==> src/hw/rtl/spe_pkg.sv <==
package spe_pkg;

	localparam int unsigned MaxStars = 64;
	localparam logic [15:0] LfsrMask = 16'hB400;

	localparam logic [2:0] RegCenterX   = 3'd0;
	localparam logic [2:0] RegCenterY   = 3'd1;
	localparam logic [2:0] RegSeed      = 3'd2;
	localparam logic [2:0] RegCruise    = 3'd3;
	localparam logic [2:0] RegBoost     = 3'd4;
	localparam logic [2:0] RegMegaboost = 3'd5;
	localparam logic [2:0] RegTiltShift = 3'd6;

	typedef struct packed {
		logic [7:0] speed;
		logic [7:0] player_x;
		logic [7:0] player_y;
	} tick_t;

	typedef enum logic [2:0] {
		ST_IDLE,
		ST_READ,
		ST_UPDATE,
		ST_DIV,
		ST_OUT
	} back_state_t;

	function automatic logic [15:0] lfsr_next(input logic [15:0] s);
		logic [15:0] n;
		n = s >> 1;
		if (s[0]) begin
			n = n ^ LfsrMask;
		end
		return n;
	endfunction

	function automatic logic [7:0] tilt_step(input logic [12:0] v, input logic [3:0] sh);
		logic signed [12:0] r;
		r = $signed(v) >>> sh;
		return r[7:0];
	endfunction

	// 256 is 1 mod 255, so fold the two bytes and reduce the sum (0..510)
	function automatic logic [7:0] mod255(input logic [15:0] v);
		logic [8:0] s;
		logic [7:0] m;
		s = {1'b0, v[15:8]} + {1'b0, v[7:0]};
		if (s >= 9'd510) begin
			m = 8'd0;
		end else if (s >= 9'd255) begin
			m = 8'(s - 9'd255);
		end else begin
			m = s[7:0];
		end
		return m;
	endfunction

endpackage

==> src/hw/rtl/spe_ram.sv <==
module spe_ram #(
	parameter int Width = 8,
	parameter int Depth = 64
) (
	input  logic                     clk,
	input  logic                     we,
	input  logic [$clog2(Depth)-1:0] waddr,
	input  logic [Width-1:0]         wdata,
	input  logic [$clog2(Depth)-1:0] raddr,
	output logic [Width-1:0]         rdata
);
	logic [Width-1:0] mem [Depth];

	always_ff @(posedge clk) begin
		if (we) begin
			mem[waddr] <= wdata;
		end
		rdata <= mem[raddr];
	end
endmodule

==> src/hw/rtl/spe_front.sv <==
module spe_front (
	input  logic          clk,
	input  logic          arst_n,
	input  logic          in_valid,
	output logic          in_ready,
	input  logic [2:0]    buttons,
	input  logic [12:0]   tilt_x,
	input  logic [12:0]   tilt_y,
	input  logic [5:0]    cruise_speed,
	input  logic [5:0]    boost_speed,
	input  logic [5:0]    megaboost_speed,
	input  logic [3:0]    tilt_shift,
	output logic          q_valid,
	input  logic          q_ready,
	output spe_pkg::tick_t q_data
);
	logic [7:0] speed_q, px_q, py_q;
	logic [7:0] target, nspeed, npx, npy;
	spe_pkg::tick_t fifo_q [2];
	logic [1:0] cnt_q;
	logic rd_q, wr_q;

	always_comb begin
		if (buttons[0]) target = {2'b0, megaboost_speed};
		else if (buttons[1]) target = {2'b0, boost_speed};
		else if (buttons[2]) target = 8'd0;
		else target = {2'b0, cruise_speed};
		if (target > speed_q) nspeed = speed_q + 8'd1;
		else if (target < speed_q) nspeed = speed_q - 8'd1;
		else nspeed = speed_q;
		npx = px_q + spe_pkg::tilt_step(tilt_x, tilt_shift);
		npy = py_q - spe_pkg::tilt_step(tilt_y, tilt_shift);
	end

	assign in_ready = (cnt_q != 2'd2);
	assign q_valid = (cnt_q != 2'd0);
	assign q_data = fifo_q[rd_q];

	always_ff @(posedge clk or negedge arst_n) begin
		if (!arst_n) begin
			speed_q <= '0;
			px_q <= '0;
			py_q <= '0;
			cnt_q <= '0;
			rd_q <= 1'b0;
			wr_q <= 1'b0;
		end else begin
			if (in_valid && in_ready) begin
				speed_q <= nspeed;
				px_q <= npx;
				py_q <= npy;
				wr_q <= ~wr_q;
			end
			if (q_valid && q_ready) begin
				rd_q <= ~rd_q;
			end
			cnt_q <= cnt_q + {1'b0, in_valid && in_ready} - {1'b0, q_valid && q_ready};
		end
	end

	always_ff @(posedge clk) begin
		if (in_valid && in_ready) begin
			fifo_q[wr_q] <= '{speed: nspeed, player_x: npx, player_y: npy};
		end
	end
endmodule

==> src/hw/rtl/spe_back.sv <==
module spe_back #(
	parameter int NumStars = 64
) (
	input  logic          clk,
	input  logic          arst_n,
	input  logic          q_valid,
	output logic          q_ready,
	input  spe_pkg::tick_t q_data,
	input  logic [7:0]    center_x,
	input  logic [7:0]    center_y,
	input  logic          seed_we,
	input  logic [15:0]   seed,
	output logic          out_valid,
	input  logic          out_ready,
	output logic [5:0]    star_number,
	output logic [15:0]   pixel_x,
	output logic [15:0]   pixel_y,
	output logic          last
);
	localparam int Aw = $clog2(spe_pkg::MaxStars);

	spe_pkg::back_state_t state_q, state_d;
	spe_pkg::tick_t tick_q;
	logic [Aw-1:0] idx_q;
	logic [Aw-1:0] idx_nx, raddr_d;
	logic [NumStars-1:0] vld_q;
	logic [15:0] rnd_q;
	logic [7:0] rx, ry, rd_raw, sx_q, sy_q, dep_q;
	logic [7:0] sx, sy, sd;
	logic we;
	logic [15:0] r1, r2, r3;
	logic [15:0] mag_x_q, mag_y_q, quo_x_q, quo_y_q;
	logic neg_x_q, neg_y_q;
	logic [8:0] rem_x_q, rem_y_q;
	logic [4:0] bit_q;
	logic [15:0] px_q, py_q;
	logic [7:0] dx, dy, den;
	logic [8:0] tx, ty;

	assign sx = vld_q[idx_q] ? rx : 8'd0;
	assign sy = vld_q[idx_q] ? ry : 8'd0;
	assign sd = vld_q[idx_q] ? rd_raw : 8'd0;
	assign r1 = spe_pkg::lfsr_next(rnd_q);
	assign r2 = spe_pkg::lfsr_next(r1);
	assign r3 = spe_pkg::lfsr_next(r2);

	// registered read: fetch the next star while the current beat waits
	assign idx_nx = (idx_q == Aw'(NumStars - 1)) ? '0 : idx_q + Aw'(1);
	assign raddr_d = (state_q == spe_pkg::ST_OUT) ? idx_nx : idx_q;

	spe_ram #(.Width(8), .Depth(spe_pkg::MaxStars)) u_x (.clk, .we, .waddr(idx_q),
		.wdata(sx_q), .raddr(raddr_d), .rdata(rx));
	spe_ram #(.Width(8), .Depth(spe_pkg::MaxStars)) u_y (.clk, .we, .waddr(idx_q),
		.wdata(sy_q), .raddr(raddr_d), .rdata(ry));
	spe_ram #(.Width(8), .Depth(spe_pkg::MaxStars)) u_d (.clk, .we, .waddr(idx_q),
		.wdata(dep_q), .raddr(raddr_d), .rdata(rd_raw));

	always_comb begin
		state_d = state_q;
		q_ready = 1'b0;
		we = 1'b0;
		case (state_q)
			spe_pkg::ST_IDLE: begin
				q_ready = 1'b1;
				if (q_valid) state_d = spe_pkg::ST_READ;
			end
			spe_pkg::ST_READ: state_d = spe_pkg::ST_UPDATE;
			spe_pkg::ST_UPDATE: state_d = spe_pkg::ST_DIV;
			spe_pkg::ST_DIV: begin
				if (bit_q == 5'd16) begin
					we = 1'b1;
					state_d = spe_pkg::ST_OUT;
				end
			end
			spe_pkg::ST_OUT: begin
				if (out_ready) begin
					if (idx_q == Aw'(NumStars - 1)) state_d = spe_pkg::ST_IDLE;
					else state_d = spe_pkg::ST_READ;
				end
			end
			default: state_d = spe_pkg::ST_IDLE;
		endcase
	end

	assign dx = sx_q - tick_q.player_x;
	assign dy = sy_q - tick_q.player_y;
	assign den = (dep_q == 8'd0) ? 8'd1 : dep_q;
	assign tx = {rem_x_q[7:0], mag_x_q[15]};
	assign ty = {rem_y_q[7:0], mag_y_q[15]};

	assign out_valid = (state_q == spe_pkg::ST_OUT);
	assign star_number = 6'(idx_q);
	assign pixel_x = px_q;
	assign pixel_y = py_q;
	assign last = (idx_q == Aw'(NumStars - 1));

	always_ff @(posedge clk or negedge arst_n) begin
		if (!arst_n) begin
			state_q <= spe_pkg::ST_IDLE;
			idx_q <= '0;
			vld_q <= '0;
			rnd_q <= 16'd1;
			bit_q <= '0;
		end else begin
			state_q <= state_d;
			if (seed_we) rnd_q <= (seed == 16'd0) ? 16'd1 : seed;
			else if ((state_q == spe_pkg::ST_READ) && (sd <= tick_q.speed)) rnd_q <= r3;
			case (state_q)
				spe_pkg::ST_IDLE: idx_q <= '0;
				spe_pkg::ST_UPDATE: bit_q <= '0;
				spe_pkg::ST_DIV: begin
					if (bit_q != 5'd16) bit_q <= bit_q + 5'd1;
					else vld_q[idx_q] <= 1'b1;
				end
				spe_pkg::ST_OUT: begin
					if (out_ready) idx_q <= idx_nx;
				end
				default: ;
			endcase
		end
	end

	always_ff @(posedge clk) begin
		case (state_q)
			spe_pkg::ST_IDLE: begin
				if (q_valid) tick_q <= q_data;
			end
			spe_pkg::ST_READ: begin
				if (sd <= tick_q.speed) begin
					sx_q <= r1[7:0];
					sy_q <= r2[7:0];
					dep_q <= spe_pkg::mod255(r3) + 8'd1;
				end else begin
					sx_q <= sx;
					sy_q <= sy;
					dep_q <= sd - tick_q.speed;
				end
			end
			spe_pkg::ST_UPDATE: begin
				neg_x_q <= ~dx[7];
				neg_y_q <= ~dy[7];
				mag_x_q <= dx[7] ? {1'b0, dx[6:0], 8'd0} : {(8'd128 - dx), 8'd0};
				mag_y_q <= dy[7] ? {1'b0, dy[6:0], 8'd0} : {(8'd128 - dy), 8'd0};
				rem_x_q <= '0;
				rem_y_q <= '0;
				quo_x_q <= '0;
				quo_y_q <= '0;
			end
			spe_pkg::ST_DIV: begin
				if (bit_q != 5'd16) begin
					mag_x_q <= mag_x_q << 1;
					mag_y_q <= mag_y_q << 1;
					if (tx >= {1'b0, den}) begin
						rem_x_q <= tx - {1'b0, den};
						quo_x_q <= {quo_x_q[14:0], 1'b1};
					end else begin
						rem_x_q <= tx;
						quo_x_q <= {quo_x_q[14:0], 1'b0};
					end
					if (ty >= {1'b0, den}) begin
						rem_y_q <= ty - {1'b0, den};
						quo_y_q <= {quo_y_q[14:0], 1'b1};
					end else begin
						rem_y_q <= ty;
						quo_y_q <= {quo_y_q[14:0], 1'b0};
					end
				end else begin
					px_q <= (neg_x_q ? (16'd0 - quo_x_q) : quo_x_q) + {8'd0, center_x};
					py_q <= (neg_y_q ? (16'd0 - quo_y_q) : quo_y_q) + {8'd0, center_y};
				end
			end
			default: ;
		endcase
	end
endmodule

==> src/hw/rtl/starfield_projection_engine_unit.sv <==
// Starfield projection engine. One input beat is a frame tick; it yields
// NumStars output beats, one per star in order, tlast on the final one. Each
// star passes through a RAM read, an update, a 16-step restoring division
// of both axes side by side, and output. Ticks queue two deep ahead of the
// star walk.
module starfield_projection_engine_unit #(
	parameter int NumStars = 64
) (
	input  logic        clk,
	input  logic        arst_n,
	input  logic        s_tvalid,
	output logic        s_tready,
	input  logic [31:0] s_tdata,  // up, select, down, tilt_x[12:0], tilt_y[12:0]
	output logic        m_tvalid,
	input  logic        m_tready,
	output logic [39:0] m_tdata,  // star_number[5:0], pixel_x[15:0], pixel_y[15:0]
	output logic        m_tlast,
	input  logic        psel,
	input  logic        penable,
	input  logic        pwrite,
	input  logic [4:0]  paddr,
	input  logic [31:0] pwdata,
	output logic [31:0] prdata,
	output logic        pready
);
	logic [7:0] cx_q, cy_q;
	logic [15:0] seed_q;
	logic [5:0] cruise_q, boost_q, mega_q;
	logic [3:0] tsh_q;
	logic wr;
	logic [2:0] ra;
	logic qv, qr;
	spe_pkg::tick_t qd;
	logic [5:0] sn;
	logic [15:0] pxo, pyo;

	assign pready = 1'b1;
	assign wr = psel && penable && pwrite;
	assign ra = paddr[4:2];

	always_ff @(posedge clk or negedge arst_n) begin
		if (!arst_n) begin
			cx_q <= 8'd72;
			cy_q <= 8'd93;
			seed_q <= 16'd1;
			cruise_q <= 6'd1;
			boost_q <= 6'd16;
			mega_q <= 6'd32;
			tsh_q <= 4'd6;
		end else if (wr) begin
			case (ra)
				spe_pkg::RegCenterX: cx_q <= pwdata[7:0];
				spe_pkg::RegCenterY: cy_q <= pwdata[7:0];
				spe_pkg::RegSeed: seed_q <= pwdata[15:0];
				spe_pkg::RegCruise: cruise_q <= pwdata[5:0];
				spe_pkg::RegBoost: boost_q <= pwdata[5:0];
				spe_pkg::RegMegaboost: mega_q <= pwdata[5:0];
				spe_pkg::RegTiltShift: tsh_q <= pwdata[3:0];
				default: ;
			endcase
		end
	end

	always_comb begin
		case (ra)
			spe_pkg::RegCenterX: prdata = {24'd0, cx_q};
			spe_pkg::RegCenterY: prdata = {24'd0, cy_q};
			spe_pkg::RegSeed: prdata = {16'd0, seed_q};
			spe_pkg::RegCruise: prdata = {26'd0, cruise_q};
			spe_pkg::RegBoost: prdata = {26'd0, boost_q};
			spe_pkg::RegMegaboost: prdata = {26'd0, mega_q};
			spe_pkg::RegTiltShift: prdata = {28'd0, tsh_q};
			default: prdata = '0;
		endcase
	end

	spe_front u_front (
		.clk, .arst_n,
		.in_valid(s_tvalid), .in_ready(s_tready),
		.buttons(s_tdata[2:0]), .tilt_x(s_tdata[15:3]), .tilt_y(s_tdata[28:16]),
		.cruise_speed(cruise_q), .boost_speed(boost_q), .megaboost_speed(mega_q),
		.tilt_shift(tsh_q),
		.q_valid(qv), .q_ready(qr), .q_data(qd)
	);

	spe_back #(.NumStars(NumStars)) u_back (
		.clk, .arst_n,
		.q_valid(qv), .q_ready(qr), .q_data(qd),
		.center_x(cx_q), .center_y(cy_q),
		.seed_we(wr && (ra == spe_pkg::RegSeed)), .seed(pwdata[15:0]),
		.out_valid(m_tvalid), .out_ready(m_tready),
		.star_number(sn), .pixel_x(pxo), .pixel_y(pyo), .last(m_tlast)
	);

	assign m_tdata = {2'd0, pyo, pxo, sn};
endmodule

==> config.mk <==
export PLATFORM = sky130hd
export DESIGN_NAME = starfield_projection_engine_unit
export DESIGN_NICKNAME = d
export VERILOG_FILES = /design/src/hw/rtl/spe_pkg.sv /design/src/hw/rtl/spe_ram.sv /design/src/hw/rtl/spe_front.sv /design/src/hw/rtl/spe_back.sv /design/src/hw/rtl/starfield_projection_engine_unit.sv
export SDC_FILE = /design/constraint.sdc
export NUM_CORES = 2
export LEC_CHECK = 0
export BUFFER_PORTS_ARGS = -buffer_cell sky130_fd_sc_hd__buf_2
export CORE_MARGIN = 1
export CORE_UTILIZATION = 57
export DETAILED_ROUTE_END_ITERATION = 8
export GPL_ROUTABILITY_DRIVEN = 0
export PLACE_DENSITY_LB_ADDON = 0.2
export SLEW_MARGIN = 10
export SYNTH_ARGS = -nofsm -noshare
export SYNTH_HDL_FRONTEND = slang
export SYNTH_HIERARCHICAL = 1
export SYNTH_SLANG_ARGS = --single-unit
==> constraint.sdc <==
create_clock -name clk -period 5.1 [get_ports clk]
set_input_delay 0 -clock clk [delete_from_list [all_inputs] [get_ports clk]]
set_output_delay 0 -clock clk [all_outputs]
set_load 0.01 [all_outputs]
# Word-level counts from Yosys, hierarchy flattened
# Memory sizes are Yosys's and may differ from the RTL's. A register that Yosys moved wholly into a read port is not among the register bits.
# Cells that the tools add are included.
# totals
reg_bits,314
latch_bits,0
mem_bits_rw,1584
mem_bits_ro,0
in_bits,76
output_inout_bits,76
elab_cells,187
mem_count,4
# op_classes
n_addsub,22
mul,0
div,0
order_cmp,9
n_eq_ne,18
shift,2
n_mux,65
bitwise,9
n_reduce_logical,27
# mem_list
memory,depth,width,read_ports,rd_clocked_by_memory_dff,wr,line,source
u_back.u_d.mem,64,8,1,1,1,spe_ram.sv:12,logic [Width-1:0] mem [Depth];
u_back.u_x.mem,64,8,1,1,1,spe_ram.sv:12,
u_back.u_y.mem,64,8,1,1,1,spe_ram.sv:12,
u_front.fifo_q,2,24,1,1,1,spe_front.sv:19,spe_pkg::tick_t fifo_q [2];
# op_table
op,count
two-way mux 16 bit,14
two-way mux 8 bit,19
one-hot mux 16 bit (2 select lines),4
one-hot mux 16 bit (7 select lines),1
bitwise OR 64 bit,1
subtractor 8 bit,6
adder 16 x 8 -> 16 bit,2
one-hot mux 8 bit (2 select lines),2
subtractor 1 x 16 -> 16 bit (first input constant),2
>>> shifter 13 x 4 -> 8 bit,2
two-way mux 6 bit,4
AND reduction 2 bit,11
greater-or-equal comparator 9 x 8 -> 1 bit,2
adder 8 x 1 -> 8 bit (second input constant),2
zero test 16 bit,1
subtractor 8 bit (first input constant),2
one-hot mux 3 bit (5 select lines),1
equality test 3 x 2 -> 1 bit (second input constant),4
equality test 3 bit (second input constant),4
two-way mux 1 bit,12
inverter 3 -> 4 bit,3
one-hot mux 6 bit (2 select lines),1
one-hot mux 5 bit (2 select lines),1
adder 8 x 8 -> 9 bit,1
other kinds (30),50

# Depth between registers and ports, before layout
# depth
depth_word,14
mapped_depth,22

# Modules after synthesis
# Netlist, hierarchy kept.
# by_module_without_submodules
mod,n_inst,cells_per_inst,area_per_inst_um2
spe_ram,3,940,20166.8
spe_back,1,1318,13980.9
spe_front,1,433,4858.4
starfield_projection_engine_unit,1,212,2773.9

# Least setup slack after synthesis
# OpenSTA, ideal clock, no wires.
# synth_path
path_kind,flip-flop to flip-flop
startpoint,register u_back.idx_q[0] (netlist: u_back/star_number[0])
endpoint,register u_back.rnd_q[12]
setup_ns,0.135
t_arrival_ns,5.268
required_time_ns,4.965
path_slack_ns,-0.303
stages_incl_launch_ff,23
n_path_buf,4
synth_period_minus_slack_ns,5.403
path_cell_list,dfrtp_1 clkbuf_1 clkbuf_1 nor2_1 a221oi_1 a21oi_1 o21ai_0 o2111ai_1 nor4_1 clkbuf_1 nand2b_1 ha_1 fa_1 nor2b_1 o21ai_0 a21boi_0 o21ai_0 a21oi_1 o31ai_1 nand2_1 clkbuf_1 mux2i_1 o21ai_0
# synth_via
elab_chain_cells,6
# synth_rtl
element,line,source
start: declaration,spe_back.sv:24,logic [Aw-1:0] idx_q;
start signal: assignment,spe_back.sv:116,if (out_ready) idx_q <= idx_nx;
binary-select mux 1 bit (select 6 bit),spe_back.sv:42,assign sd = vld_q[idx_q] ? rd_raw : 8'd0;
two-way mux 1 bit (implied by the code),spe_back.sv:42,
two-way mux 8 bit,spe_back.sv:42,
less-or-equal comparator 8 bit,spe_back.sv:107,else if ((state_q == spe_pkg::ST_READ) && (sd <= tick_q.speed)) rnd_q <= r3;
logical AND 1 bit,spe_back.sv:107,
nonzero test 2 bit (no line),-,
end signal: assignment,spe_back.sv:106,if (seed_we) rnd_q <= (seed == 16'd0) ? 16'd1 : seed;
end signal: assignment,spe_back.sv:107,
end: declaration,spe_back.sv:27,logic [15:0] rnd_q;
# No other way between the ends. The select of a mux whose other input is x is not followed.
# A chain may end at the register's enable or synchronous reset.

# Worst setup path in the final report
# layout_path
startpoint,register u_back.idx_q[4] (netlist: u_back/star_number[4])
endpoint,register u_back.rnd_q[1]
# Same word-level chain as after synthesis.

==> flow_summary_export.csv <==
group,metric,value,unit
outcome,status,"completed",
timing,relSlewSlack,0.235,
yosys,synth_edf_count,1730,
route,drcViolationCount,0,
die,chipHeight,382,um
yosys,ys_ff_latch,1930,
worst_hold_path,hp-class,"in2reg",
route,vias,44500,
place,dp.cells,6658,
yosys,netlist_area,82100,um2
clock_network,cts_max_path_buffers,3,
route,drtIter0Drc,4785,
timing,max_freq,210,MHz
grt,grt-ovfl-total,0,
power,power_leakage,30.3,nW
power,ir_drop,0.470,mV
power,intPower,31.2,mW
clock_network,cts_buffers,191,
grt,grt_max_degree,140,
place,dp_hpwl,113000,um
critical_path,cpMostUsedCell,"o21ai_0",
power,pwr-share-comb,0.240,
route,ant_nets,0,
yosys,ys_warn_count,6,
clock_network,cts.sinks,1930,
timing,finalSetupTns,0,ns
yosys,async_flop_share,0.0912,
power,total_power,43.8,mW
grt,track_usage,0.253,
timing,tightest_slew,1.15,ns
timing,grt_setup_unrepaired,"no",
route,wl_per_cell,25.8,um
timing,min_period_over_period,0.936,
cells_and_area,nets,5192,
grt,grt_pass1_vias,44400,
critical_path,slowest_delay,0.76,ns
yosys,syn_area_per_cell,17.2,um2
clock_network,cts.clk_slew.worst_paths,0.06,ns
route,drt_pre_antenna_iters,6,
route,via_per_inst,6.30,
timing,skew,0.0276,ns
clock_network,clock-root-buffer,"clkbuf_16",
clock_network,htreeDepth,4,
cells_and_area,areaGrowthSynthToFinish,11.3,%
clock_network,cts_tree,"done",
timing,fin_ws,0.328,ns
timing,setup_viol,0,
critical_path,arrival,5.40,ns
timing,slew_viol_final,0,
power,powerDensity,479,nW/um2
grt,antenna_found_initial,4,
die,row_count,138,
die,initial_utilization,0.577,
yosys,synthesis.instances,4783,
critical_path,criticalPathCategory,"reg2reg",
cells_and_area,drive_gt1_frac,0.215,
critical_path,crit_chain,"nand2_1 > nor2_1 > o21ai_0 > o2111ai_1 > nor4_2 > buf_4 > nand2b_1 > ha_1 > fa_1 > nor2b_1 > o21ai_0 > a21boi_0 > o21ai_1 > a21oi_1 > o31ai_4 > nand2_1 > buf_4 > mux2i_1 > o21ai_0",
cells_and_area,n_antenna_cell,0,
route,drt-total-wl,182000,um
die,io_pins,152,
timing,whs,0.0448,ns
power,switching_share,0.287,
die,die_area,146000,um2
power,power.share.clock,0.311,
timing,fin_crit,4.77,ns
die,core-area,142000,um2
critical_path,critPathSlowestCell,"dfrtp_2",
critical_path,path_max_fanout,28,
yosys,yosysSeqAreaShare,0.692,
yosys,synth_cell_types,97,
clock_network,insertion_delay,0.82,ns
place,portBuffers,111,
cells_and_area,final_cells,7058,
timing,finalHoldViolations,0,
critical_path,endpoint_kind,"flip-flop",
power,seqPwrFrac,0.449,
grt,grt_pass1_wl,277000,um
critical_path,critPathRequiredTime,5.73,ns
die,die_x,382,um
power,switchingPower,12.6,mW
place,post-place-ws,0.303,ns
critical_path,start_kind,"flip-flop",
yosys,synth_top_flop_cell,"edfxtp_1",
flow_run,max_cap_viol_count,0,
[final cells by class]
type,count,area [um2]
flip-flops and latches,1930,56900
fillers,9893,50900
multi-input cells,2507,23600
clock buffers,259,5280
well taps,1890,2360
repair buffers,272,2110
clock inverters,93,801
inverters,107,402
[metrics by stage]
step                       util  instance area [um2]
after floorplan               -                82200
after global placement    0.596                84800
after detailed placement  0.596                84800
after CTS                 0.642                91400
after global routing      0.642                91400
final                     0.642                91400
[cell usage after synthesis (16+ instances only)]
master    number  area (um2)
dfxtp_1       24         480
mux2i_1      127        1270
mux2_2       131        1480
nor4_1        19         119
nand3_1       66         330
o22ai_1       27         169
edfxtp_1    1730       51900
o21a_1        26         195
a31oi_1       21         131
nor2b_1       65         407
and2_1        42         263
dfrtp_1      162        4050
o31ai_1       24         180
buf_2         42         210
o21ai_0      119         596
nand3b_1      16         120
o21bai_1      34         255
buf_4         62         465
a22o_1        17         149
nand2_1      210         788
inv_1        106         398
nor2_1       354        1330
a21oi_1       85         425
a21o_1        53         398
o221ai_1      24         210
xor2_1        40         350
a211oi_1      22         165
nand4_1       22         138
a221oi_1      21         184
nor3_1        49         245
mux4_2       401        9030
a22oi_1       17         128
buf_1         21        78.8
clkbuf_1     109         409
nand2b_1      41         257
xnor2_1       83         727
ha_1          97        1210
[critical path: cells and delay by family (launching register included)]
kind	cells	cell delay, ns
buffers and inverters	2	0.48
and+or+nand+nor	6	1.02
muxes	1	0.26
AOI/OAI and AO/OA	8	1.39
DFF	1	0.76
adders and majority gates	2	0.63
[cells in the final DEF, fill, tap and decap left out, types with 97 or more instances in the layout]
cell type,instances
mux4_2,401
ha_1,97
mux2i_1,127
clkbuf_16,196
dfrtp_1,156
buf_4,97
nand2_1,210
inv_1,105
edfxtp_1,1730
o21ai_0,116
nor2_1,353
buf_2,110
mux2_2,131
[path summary, 6_finish.rpt]
check | slack, ns | depth (start not counted) | startpoint | to
worst min register to register | 0.45 | 1 | u_back/vld_q[33] | u_back/vld_q[33]
worst max-delay path | 0.33 | 19 | u_back/star_number[4] | u_back/rnd_q[1]
worst min-delay path | 0.04 | 5 | s_tdata[3] | u_front/fifo_q[0][8]
min in group asynchronous | 0.24 | 4 | arst_n | mega_q[0]
worst max register to register | 0.33 | 19 | u_back/star_number[4] | u_back/rnd_q[1]
max in group asynchronous | 3.93 | 4 | arst_n | u_back/star_number[3]
[registers in the layout, summed over array words and instances, names as in the netlist, 16 cells and up]
signal	flops
u_back/u_y/mem	512
seed_q	16
u_back/quo_y_q	16
u_back/u_d/mem	512
u_back/pixel_x	16
u_back/pixel_y	16
u_back/quo_x_q	16
u_back/vld_q	64
u_front/fifo_q	48
u_back/tick_q	24
u_back/rnd_q	16
u_back/u_x/mem	512
[power groups by stage]
stage               clock [mW]  sequential, mW  combinational (mW)
CTS                       13.8            19.6                10.5
global placement             0            19.9                10.2
floorplan                    0            19.7                8.11
global route              14.4            19.7                11.6
finish                    13.6            19.6                10.5
detailed placement           0            20.0                10.4
[per-layer routing]
layer | global-route usage | wire, um | vias to the layer above
li1 | - | - | 19400
met2 | 0.388 | 85700 | 1798
met4 | 0.0717 | 4340 | 4
met3 | 0.0503 | 14900 | 308
met1 | 0.371 | 77400 | 23000
met5 | 0 | 26 | -
[logic make-up after synthesis]
group                    share of synthesized area
adder cells (fa/ha/maj)                     0.0172
multiplexers                                 0.145
AND/OR/NAND/NOR                             0.0584
buffers and inverters                       0.0226
flip-flops                                   0.692
AO/OA/AOI/OAI                               0.0511
XOR/XNOR                                    0.0131
other                                    0.0000915
[timing repair]
action | CTS | global route
hold endpoints to repair | 285 | 0
hold buffers | 46 | 0
buffers inserted | 0 | 2
setup endpoints to repair | 0 | 33
resized for setup | 0 | 5
No activity file was read; power rests on OpenSTA's default activity.
